[src/aeha_pkg.sv]
// Shared types, status codes and duration match function for the AEHA IR frame decoder.
package aeha_pkg;

    typedef enum logic [2:0] {
        ST_BUSY     = 3'd0,
        ST_DONE     = 3'd1,
        ST_SKIP     = 3'd2,
        ST_ERROR    = 3'd3,
        ST_NOT_AEHA = 3'd4
    } frame_status_t;

    localparam logic [11:0] TIME_UNIT_RESET = 12'd440;
    localparam logic [9:0]  TOLERANCE_RESET = 10'd150;

    typedef enum logic {
        REG_TIME_UNIT = 1'b0,
        REG_TOLERANCE = 1'b1
    } reg_index_t;

    // True when dur lies in [nom - tol, nom + tol].
    function automatic logic near_nom(logic [14:0] dur, logic [15:0] nom, logic [9:0] tol);
        logic [16:0] lhs;
        logic [16:0] rhs;
        lhs = {2'b00, dur} + {7'b0, tol};
        rhs = {1'b0, nom} + {7'b0, tol};
        return (lhs >= {1'b0, nom}) && ({2'b00, dur} <= rhs);
    endfunction

endpackage

[src/aeha_ir_frame_decoder.sv]
// AEHA IR frame decoder: one pulse symbol in, one decoded bit and frame status out.
// Path: an accepted input word passes through the input register and then the result register.
// Throughput: one word per cycle; the input register drains into the result register
// whenever the result register is empty or being taken, so both sides run back to back.
// Reset (aresetn low, synchronous): both registers empty, frame state at leader,
// time_unit = 440, tolerance = 150.
module aeha_ir_frame_decoder (
    input  logic        aclk,
    input  logic        aresetn,
    input  logic        s_tvalid,
    output logic        s_tready,
    input  logic [31:0] s_tdata,   // [14:0] high_duration, [29:15] low_duration
    input  logic        s_tlast,   // frame_last
    output logic        m_tvalid,
    input  logic        m_tready,
    output logic [7:0]  m_tdata,   // [0] bit_value, [3:1] frame_status
    output logic        m_tuser,   // [0] bit_valid
    input  logic        psel,
    input  logic        penable,
    input  logic        pwrite,
    input  logic [2:0]  paddr,
    input  logic [31:0] pwdata,
    output logic [31:0] prdata,
    output logic        pready
);

    logic [11:0] time_unit_reg;
    logic [9:0]  tolerance_reg;

    logic        in_valid_reg;
    logic [14:0] high_reg;
    logic [14:0] low_reg;
    logic        last_reg;

    logic        out_valid_reg;
    logic        bit_valid_reg;
    logic        bit_value_reg;
    aeha_pkg::frame_status_t status_reg;

    logic        expect_leader_reg, expect_leader_next;
    logic        leader_good_reg, leader_good_next;
    logic [1:0]  count_mod4_reg, count_mod4_next;
    logic        count_nz_reg, count_nz_next;
    logic [1:0]  total_sat_reg, total_sat_next;
    logic        illegal_reg, illegal_next;

    logic        bit_valid_next;
    logic        bit_value_next;
    aeha_pkg::frame_status_t status_next;

    logic        advance;
    logic        cfg_write;
    logic [15:0] nom1, nom3, nom4, nom8;
    logic        hi_ok1, lo_ok1, lo_ok3, lead_ok, dropped, sym_illegal;

    assign pready    = 1'b1;
    assign cfg_write = psel && penable && pwrite && pready;

    always_comb begin
        unique case (aeha_pkg::reg_index_t'(paddr[2]))
            aeha_pkg::REG_TIME_UNIT: prdata = {20'b0, time_unit_reg};
            aeha_pkg::REG_TOLERANCE: prdata = {22'b0, tolerance_reg};
            default:                 prdata = 32'b0;
        endcase
    end

    always_ff @(posedge aclk) begin
        if (!aresetn) begin
            time_unit_reg <= aeha_pkg::TIME_UNIT_RESET;
            tolerance_reg <= aeha_pkg::TOLERANCE_RESET;
        end else if (cfg_write) begin
            unique case (aeha_pkg::reg_index_t'(paddr[2]))
                aeha_pkg::REG_TIME_UNIT: time_unit_reg <= pwdata[11:0];
                aeha_pkg::REG_TOLERANCE: tolerance_reg <= pwdata[9:0];
                default: ;
            endcase
        end
    end

    assign advance  = in_valid_reg && (!out_valid_reg || m_tready);
    assign s_tready = !in_valid_reg || advance;

    always_ff @(posedge aclk) begin
        if (!aresetn) begin
            in_valid_reg <= 1'b0;
        end else if (s_tready) begin
            in_valid_reg <= s_tvalid;
        end
    end

    always_ff @(posedge aclk) begin
        if (s_tvalid && s_tready) begin
            high_reg <= s_tdata[14:0];
            low_reg  <= s_tdata[29:15];
            last_reg <= s_tlast;
        end
    end

    assign nom1 = {4'b0, time_unit_reg};
    assign nom3 = {3'b0, time_unit_reg, 1'b0} + {4'b0, time_unit_reg};
    assign nom4 = {2'b0, time_unit_reg, 2'b0};
    assign nom8 = {1'b0, time_unit_reg, 3'b0};

    assign hi_ok1  = aeha_pkg::near_nom(high_reg, nom1, tolerance_reg);
    assign lo_ok1  = aeha_pkg::near_nom(low_reg, nom1, tolerance_reg);
    assign lo_ok3  = aeha_pkg::near_nom(low_reg, nom3, tolerance_reg);
    assign lead_ok = aeha_pkg::near_nom(high_reg, nom8, tolerance_reg)
                  && aeha_pkg::near_nom(low_reg, nom4, tolerance_reg);
    assign sym_illegal = !hi_ok1 || (!lo_ok1 && !lo_ok3);
    assign dropped     = last_reg && (low_reg == 15'd0);

    always_comb begin
        expect_leader_next = expect_leader_reg;
        leader_good_next   = leader_good_reg;
        count_mod4_next    = count_mod4_reg;
        count_nz_next      = count_nz_reg;
        illegal_next       = illegal_reg;
        total_sat_next     = (total_sat_reg == 2'd3) ? 2'd3 : total_sat_reg + 2'd1;
        bit_valid_next     = 1'b0;
        bit_value_next     = 1'b0;
        status_next        = aeha_pkg::ST_BUSY;

        if (expect_leader_reg) begin
            expect_leader_next = 1'b0;
            leader_good_next   = lead_ok;
            if (last_reg) begin
                status_next = (!lead_ok && total_sat_next == 2'd3)
                            ? aeha_pkg::ST_NOT_AEHA : aeha_pkg::ST_SKIP;
            end
        end else if (!leader_good_reg) begin
            if (last_reg) begin
                status_next = (total_sat_next == 2'd3)
                            ? aeha_pkg::ST_NOT_AEHA : aeha_pkg::ST_SKIP;
            end
        end else begin
            if (!dropped) begin
                count_mod4_next = count_mod4_reg + 2'd1;
                count_nz_next   = 1'b1;
                if (sym_illegal) begin
                    illegal_next = 1'b1;
                end else if (!illegal_reg) begin
                    bit_valid_next = 1'b1;
                    bit_value_next = !lo_ok1;
                end
            end
            if (last_reg) begin
                if (!count_nz_next || count_mod4_next != 2'd0) begin
                    status_next = aeha_pkg::ST_SKIP;
                end else if (illegal_next) begin
                    status_next = aeha_pkg::ST_ERROR;
                end else begin
                    status_next = aeha_pkg::ST_DONE;
                end
            end
        end

        if (last_reg) begin
            expect_leader_next = 1'b1;
            leader_good_next   = 1'b0;
            count_mod4_next    = 2'd0;
            count_nz_next      = 1'b0;
            total_sat_next     = 2'd0;
            illegal_next       = 1'b0;
        end
    end

    always_ff @(posedge aclk) begin
        if (!aresetn) begin
            expect_leader_reg <= 1'b1;
            leader_good_reg   <= 1'b0;
            count_mod4_reg    <= 2'd0;
            count_nz_reg      <= 1'b0;
            total_sat_reg     <= 2'd0;
            illegal_reg       <= 1'b0;
        end else if (advance) begin
            expect_leader_reg <= expect_leader_next;
            leader_good_reg   <= leader_good_next;
            count_mod4_reg    <= count_mod4_next;
            count_nz_reg      <= count_nz_next;
            total_sat_reg     <= total_sat_next;
            illegal_reg       <= illegal_next;
        end
    end

    always_ff @(posedge aclk) begin
        if (!aresetn) begin
            out_valid_reg <= 1'b0;
        end else if (advance) begin
            out_valid_reg <= 1'b1;
        end else if (m_tready) begin
            out_valid_reg <= 1'b0;
        end
    end

    always_ff @(posedge aclk) begin
        if (advance) begin
            bit_valid_reg <= bit_valid_next;
            bit_value_reg <= bit_value_next;
            status_reg    <= status_next;
        end
    end

    assign m_tvalid = out_valid_reg;
    assign m_tuser  = bit_valid_reg;
    assign m_tdata  = {4'b0, status_reg, bit_value_reg};

endmodule

[config.mk]
export PLATFORM = sky130hd
export DESIGN_NAME = aeha_ir_frame_decoder
export DESIGN_NICKNAME = d
export VERILOG_FILES = /design/src/aeha_pkg.sv /design/src/aeha_ir_frame_decoder.sv
export SDC_FILE = /design/constraint.sdc
export NUM_CORES = 1
export LEC_CHECK = 0
export BUFFER_PORTS_ARGS = -buffer_cell sky130_fd_sc_hd__buf_2
export CAP_MARGIN = 20
export CORE_UTILIZATION = 55
export DETAILED_ROUTE_END_ITERATION = 10
export GPL_TIMING_DRIVEN = 1
export MAX_ROUTING_LAYER = met4
export PLACE_DENSITY = 0.77
export SETUP_SLACK_MARGIN = 0.5
export SLEW_MARGIN = 30
export SYNTH_ARGS = -nofsm -noshare
export SYNTH_HDL_FRONTEND = slang
export SYNTH_SLANG_ARGS = --single-unit
[constraint.sdc]
create_clock -name aclk -period 9 [get_ports aclk]
set_input_delay 1.35 -clock aclk [delete_from_list [all_inputs] [get_ports aclk]]
set_output_delay 1.35 -clock aclk [all_outputs]
set_load 0.01 [all_outputs]
## Word level (Yosys, flattened, before mapping)

Cells that the tools add are included.

| storage, ports and cells | value |
|---|---|
| register bits | 68 |
| input bits | 75 |
| output and inout bits | 44 |
| logic and storage cells | 112 |

| operators by class | value |
|---|---|
| add/sub/neg operators | 9 |
| order comparisons | 10 |
| eq/ne operators | 3 |
| multiplexer cells | 37 |
| bitwise logic cells | 2 |
| reduce and logical (&&, ||, !) cells | 35 |

Operator list:

| kind | count |
|---|---|
| 32-bit one-hot mux with 2 select lines | 1 |
| 15-bit by 10-bit adder with 16-bit output | 3 |
| 17-bit by 12-bit >= comparator with 1-bit output | 2 |
| 14-bit by 10-bit adder with 15-bit output | 2 |
| 15-bit <= comparator | 2 |
| 2-bit 2-to-1 mux | 11 |
| 1-bit 2-to-1 mux | 19 |
| 3-bit 2-to-1 mux | 6 |
| 17-bit by 14-bit >= comparator with 1-bit output | 1 |
| 15-bit by 17-bit <= comparator with 1-bit output | 1 |
| 16-bit by 14-bit >= comparator with 1-bit output | 1 |
| 16-bit by 15-bit >= comparator with 1-bit output | 1 |
| 15-bit by 16-bit <= comparator with 1-bit output | 1 |
| 15-bit by 13-bit <= comparator with 1-bit output | 1 |
| 15-bit zero test | 1 |
| 13-bit by 12-bit adder with 14-bit output | 1 |
| 12-bit by 10-bit adder with 13-bit output | 1 |
| 1-bit logical AND | 13 |
| 2-bit nonzero test | 4 |
| 1-bit zero test | 7 |
| 2-bit AND reduction | 3 |
| 5-bit OR reduction | 1 |
| 2-bit by 1-bit adder with 2-bit output, second input constant | 2 |
| 2-bit equality test, second input constant | 2 |
| other kinds (5) | 9 |

## Depth between registers and ports, before layout

| depth | value |
|---|---|
| depth in word-level cells | 16 |
| depth in mapped cells | 23 |
| depth with buffers taken out | 23 |

## Worst setup path before layout

Ideal clock, no wire load.

| path | value |
|---|---|
| kind | flip-flop to flip-flop |
| from | register time_unit_reg[1] |
| to | register status_reg[1], data pin |
| library setup time | 0.256 ns |
| arrival | 4.434 ns |
| data required time | 8.744 ns |
| setup slack | 4.310 ns |
| stages on the path, launching flop included | 20 |
| buffers on the path | 0 |
| period minus slack after synthesis | 4.690 ns |
| path through | dfxtp_1 -> ha_1 -> fa_1 -> a21o_1 -> a21oi_1 -> o211ai_1 -> xor2_1 -> ha_1 -> a21o_1 -> o211a_1 -> o311a_1 -> xnor2_1 -> ha_1 -> a21o_1 -> a21o_1 -> a21oi_1 -> o311ai_0 -> a22oi_1 -> o211ai_2 -> a41o_1 |

| between the ends | value |
|---|---|
| longest elaborated chain between the ends | 16 |
| elaborated cells on any way between the ends | 39 |
| those cells by class | add/sub (5); order compare (10); mux (11); reduce/logical (13) |

Ends and longest elaborated chain:

| element | line | text |
|---|---|---|
| from (decl) | aeha_ir_frame_decoder.sv:27 | `logic [11:0] time_unit_reg;` |
| from (signal assigned) | aeha_ir_frame_decoder.sv:69 | `time_unit_reg <= aeha_pkg::TIME_UNIT_RESET;` |
| from (signal assigned) | aeha_ir_frame_decoder.sv:73 | `aeha_pkg::REG_TIME_UNIT: time_unit_reg <= pwdata[11:0];` |
| 13-bit by 12-bit adder with 14-bit output | aeha_ir_frame_decoder.sv:100 | `assign nom3 = {3'b0, time_unit_reg, 1'b0} + {4'b0, time_unit_reg};` |
| 14-bit by 10-bit adder with 15-bit output | aeha_pkg.sv:25 | `rhs = {1'b0, nom} + {7'b0, tol};` |
| 15-bit <= comparator | aeha_pkg.sv:26 | `return (lhs >= {1'b0, nom}) && ({2'b00, dur} <= rhs);` |
| 1-bit logical AND | aeha_pkg.sv:26 |  |
| 1-bit zero test | aeha_ir_frame_decoder.sv:109 | `assign sym_illegal = !hi_ok1 \|\| (!lo_ok1 && !lo_ok3);` |
| 1-bit logical AND | aeha_ir_frame_decoder.sv:109 |  |
| 1-bit logical OR | aeha_ir_frame_decoder.sv:109 |  |
| 1-bit 2-to-1 mux | aeha_ir_frame_decoder.sv:139 | `if (sym_illegal) begin` |
| 1-bit 2-to-1 mux | aeha_ir_frame_decoder.sv:136 | `if (!dropped) begin` |
| 1-bit 2-to-1 mux | aeha_ir_frame_decoder.sv:130 | `end else if (!leader_good_reg) begin` |
| 1-bit 2-to-1 mux | aeha_ir_frame_decoder.sv:123 | `if (expect_leader_reg) begin` |
| 2-bit 2-to-1 mux | aeha_ir_frame_decoder.sv:149 | `end else if (illegal_next) begin` |
| 2-bit 2-to-1 mux | aeha_ir_frame_decoder.sv:147 | `if (!count_nz_next \|\| count_mod4_next != 2'd0) begin` |
| 2-bit 2-to-1 mux | aeha_ir_frame_decoder.sv:146 | `if (last_reg) begin` |
| 3-bit 2-to-1 mux | aeha_ir_frame_decoder.sv:130 |  |
| 3-bit 2-to-1 mux * | aeha_ir_frame_decoder.sv:123 |  |
| named net status_next[1] | aeha_ir_frame_decoder.sv:49 | `aeha_pkg::frame_status_t status_next;` |
| to (signal assigned) | aeha_ir_frame_decoder.sv:199 | `status_reg <= status_next;` |
| to (decl) | aeha_ir_frame_decoder.sv:38 | `aeha_pkg::frame_status_t status_reg;` |

The timed path passes the listed nets; every way through them passes the cells marked *. The select of a mux whose other input is x is not followed.
A chain may end at the register's enable or synchronous reset.

## Worst setup path in the final report

| path | value |
|---|---|
| from | register time_unit_reg[0] |
| to | register status_reg[1], data pin |

Same word-level chain as after synthesis.

==> impl_metrics.csv <==
group,metric,value,unit
sta,finalSetupViolCount,0,
clocking,clk_latency,0.35,ns
synth,netlist_instances,1038,
grt,grt_max_degree,31,
clocking,post_cts_buffers,0,
power,p_int,0.000737,W
power,p_switching,0.000408,W
layout,syn_to_final_growth,8.56,%
grt,grt_use_total,31.1,%
floorplanning,die_area,16700,sq um
worst_setup_path,crit_fanout,10,
clocking,cts_inserted_buffers,9,
grt,antenna_found_initial,0,
synth,synth_area,8930,sq um
worst_setup_path,arrival,5.73,ns
clocking,ctsRootBufferMaster,"clkbuf_16",
route,drc,0,
route,wl_met3,1340,um
floorplanning,coreArea,15900,sq um
sta,max_freq,178,MHz
power,swShare,35.6,%
placement,dpl_worst_slack,3.49,ns
sta,hold_viol_final,0,
clocking,ctsResizeCount,0,
run_status,status,"finished, final reports clean",
route,totalWireLength,24500,um
sta,rsz0062_at_grt,"no",
sta,finalWorstSetupSlack,3.37,ns
route,drt-initial-drc-count,653,
sta,finClkSkew,0.0124,ns
sta,tightest_slew,0.961,ns
placement,hpwl,19500,um
clocking,cts_buffer_depth,2,
power,share_comb_of_total_power,35.1,%
route,dr.pass1.iters,5,
synth,ys_seq_elements,68,
grt,grt_overflow,0,
sta,slew_violations,0,
clocking,cts_hold_buf,0,
worst_setup_path,path_cells,"ha_1 > fa_1 > a21o_1 > a21oi_1 > o21bai_1 > a21oi_1 > o21bai_1 > a21oi_1 > nor4b_1 > a211oi_1 > ha_1 > nand4_1 > or4_1 > nor3_1 > nor3_1 > a211oi_1 > o211ai_2 > a41o_1",
worst_setup_path,crit_slowest_cell,"or4_1",
floorplanning,pin_count,119,
layout,layout_commonest_cell,"ha_1",
power,peakVddDrop,129,uV
worst_setup_path,crit_type,"reg -> reg",
layout,layout_common_cells,"199 x ha_1, 91 x nand2_1, 71 x a21oi_1, 69 x buf_2, 64 x inv_1",
route,top_layer,"met4",
min_path,min_path_type,"reg -> reg",
layout,nets,1382,
sta,timing.final.crit_period,5.63,ns
floorplanning,initial_core_util,56.2,%
grt,grt_pass1_wl,38300,um
sta,fin_tns_setup,0,ns
synth,yosys_warnings,0,
synth,ys_async_sr_fraction,0,%
run,drv_cap,0,
power,pwr-share-seq,32.2,%
worst_setup_path,endpoint_kind,"flop",
power,power-per-cell-area,118,nW/um^2
sta,period_share,62.6,%
worst_setup_path,worst_path_most_repeated_cell,"a21oi_1",
route,dr_wl_met2,11200,um
route,wl_met1,10900,um
route,wl_per_cell,18.5,um
clocking,cts.htree.levels,3,
floorplanning,die_y,129,um
placement,portBuffers,69,
clocking,clock-sinks,68,
clocking,tritoncts,"yes",
worst_setup_path,slowest_delay,0.55,ns
synth,synth_ff_type,"edfxtp_1",
placement,gp_congestion,0.943,
synth,synth_enable_flop_cells,36,
worst_setup_path,required,9.10,ns
layout,fill_cells,1437,
floorplanning,rows,46,
synth,syn_area_per_cell,8.60,sq um
synth,yosysSeqAreaShare,19.3,%
sta,fin_hold_ws,0.503,ns
grt,grt_pass1_vias,7812,
route,ant_nets,0,
layout,drive_gt1_share,9.49,%
synth,synth_cell_types,75,
floorplanning,dieWidth,129,um
layout,diodes,0,
route,vias,8062,
clocking,clk_pin_slew,0.06,ns
layout,utilization,61.0,%
power,power_leakage,4.51,nW
power,power_frac_clock,32.7,%
worst_setup_path,cp-start-kind,"flop",
route,vias_per_cell,6.10,
sta,relSlewSlack,35.7,%
## per-stage QoR
stage / area, sq um / power [W] / instances
after floorplan: 9010 / 0.000670 / 1061
after global placement: 9390 / 0.000757 / 1306
after detailed placement: 9390 / 0.000769 / 1306
after CTS: 9690 / 0.00114 / 1322
after global routing: 9690 / 0.00122 / 1322
final: 9690 / 0.00115 / 1322
## critical path: cells and delay by family, from the launching register on
family	cells	cell delay [ns]
compound gates	10	2.67
simple gates	5	1.26
flops	1	0.47
fa+ha+maj	3	0.97
## area by class of cell
cell class	instances	area, sq um	area share [%]
Timing Repair Buffer	71	360	3.72
Inverter	65	244	2.52
Multi-Input combinational cell	886	6790	70.1
Clock inverter	6	63.8	0.658
Clock buffer	10	239	2.47
Sequential cell	68	1720	17.8
Tap cell	216	270	2.79
## cells by family after synthesis
| family | after synthesis | share of synthesized area, % |
|---|---|---|
| AO/OA/AOI/OAI | 281 | 21.4 |
| multiplexers | 2 | 0.238 |
| other | 2 | 0.0841 |
| flip-flops | 68 | 19.3 |
| adder cells (fa/ha/maj) | 206 | 29.5 |
| buffers and inverters | 107 | 5.59 |
| XOR/XNOR | 68 | 6.67 |
| AND/OR/NAND/NOR | 304 | 17.2 |
## path summary, 6_finish.rpt
| kind | end | start | depth (start not counted) | slack (ns) |
|---|---|---|---|---|
| min | count_nz_reg | count_nz_reg | 2 | 0.50 |
| min reg2reg | count_nz_reg | count_nz_reg | 2 | 0.50 |
| max reg2reg | status_reg[1] | time_unit_reg[0] | 18 | 3.37 |
| max | status_reg[1] | time_unit_reg[0] | 18 | 3.37 |
## layer usage
layer  track usage [%]  vias to the layer above
met5                 -                        -
met4              15.2                        0
met3              4.58                       70
met2              49.8                      261
met1              38.2                     3780
li1                  -                     3951
## synthesized netlist by cell type, drive strengths merged (5+ instances only)
cell	n	area share (%)
ha	199	28
nand2	91	3.8
a21oi	71	4.0
inv	65	2.7
nor2	51	2.1
xnor2	45	4.4
o21ai	44	2.5
a21o	36	3.0
edfxtp	36	12
dfxtp	32	7.2
buf	28	2.3
nor3	28	1.6
nand3	26	1.5
xor2	23	2.3
nand4	22	1.5
nor2b	19	1.3
a21boi	16	1.4
o211ai	16	1.4
o21a	15	1.3
clkbuf	14	0.59
nand2b	14	0.98
o21bai	13	1.1
a211oi	8	0.67
a31oi	8	0.56
and2	8	0.56
nor4	8	0.56
o311ai	8	0.87
fa	7	1.6
and3	6	0.42
a2111oi	5	0.49
nor3b	5	0.42
nor4b	5	0.49
## power by group through the flow
| stage | Clock (W) | Sequential (W) | Combinational [W] |
|---|---|---|---|
| after CTS | 0.000378 | 0.000368 | 0.000398 |
| after floorplan | 0 | 0.000362 | 0.000308 |
| after detailed placement | 0 | 0.000375 | 0.000394 |
| after global routing | 0.000389 | 0.000371 | 0.000456 |
| after global placement | 0 | 0.000374 | 0.000383 |
| final | 0.000375 | 0.000369 | 0.000402 |
No activity file was read; power rests on OpenSTA's default activity.
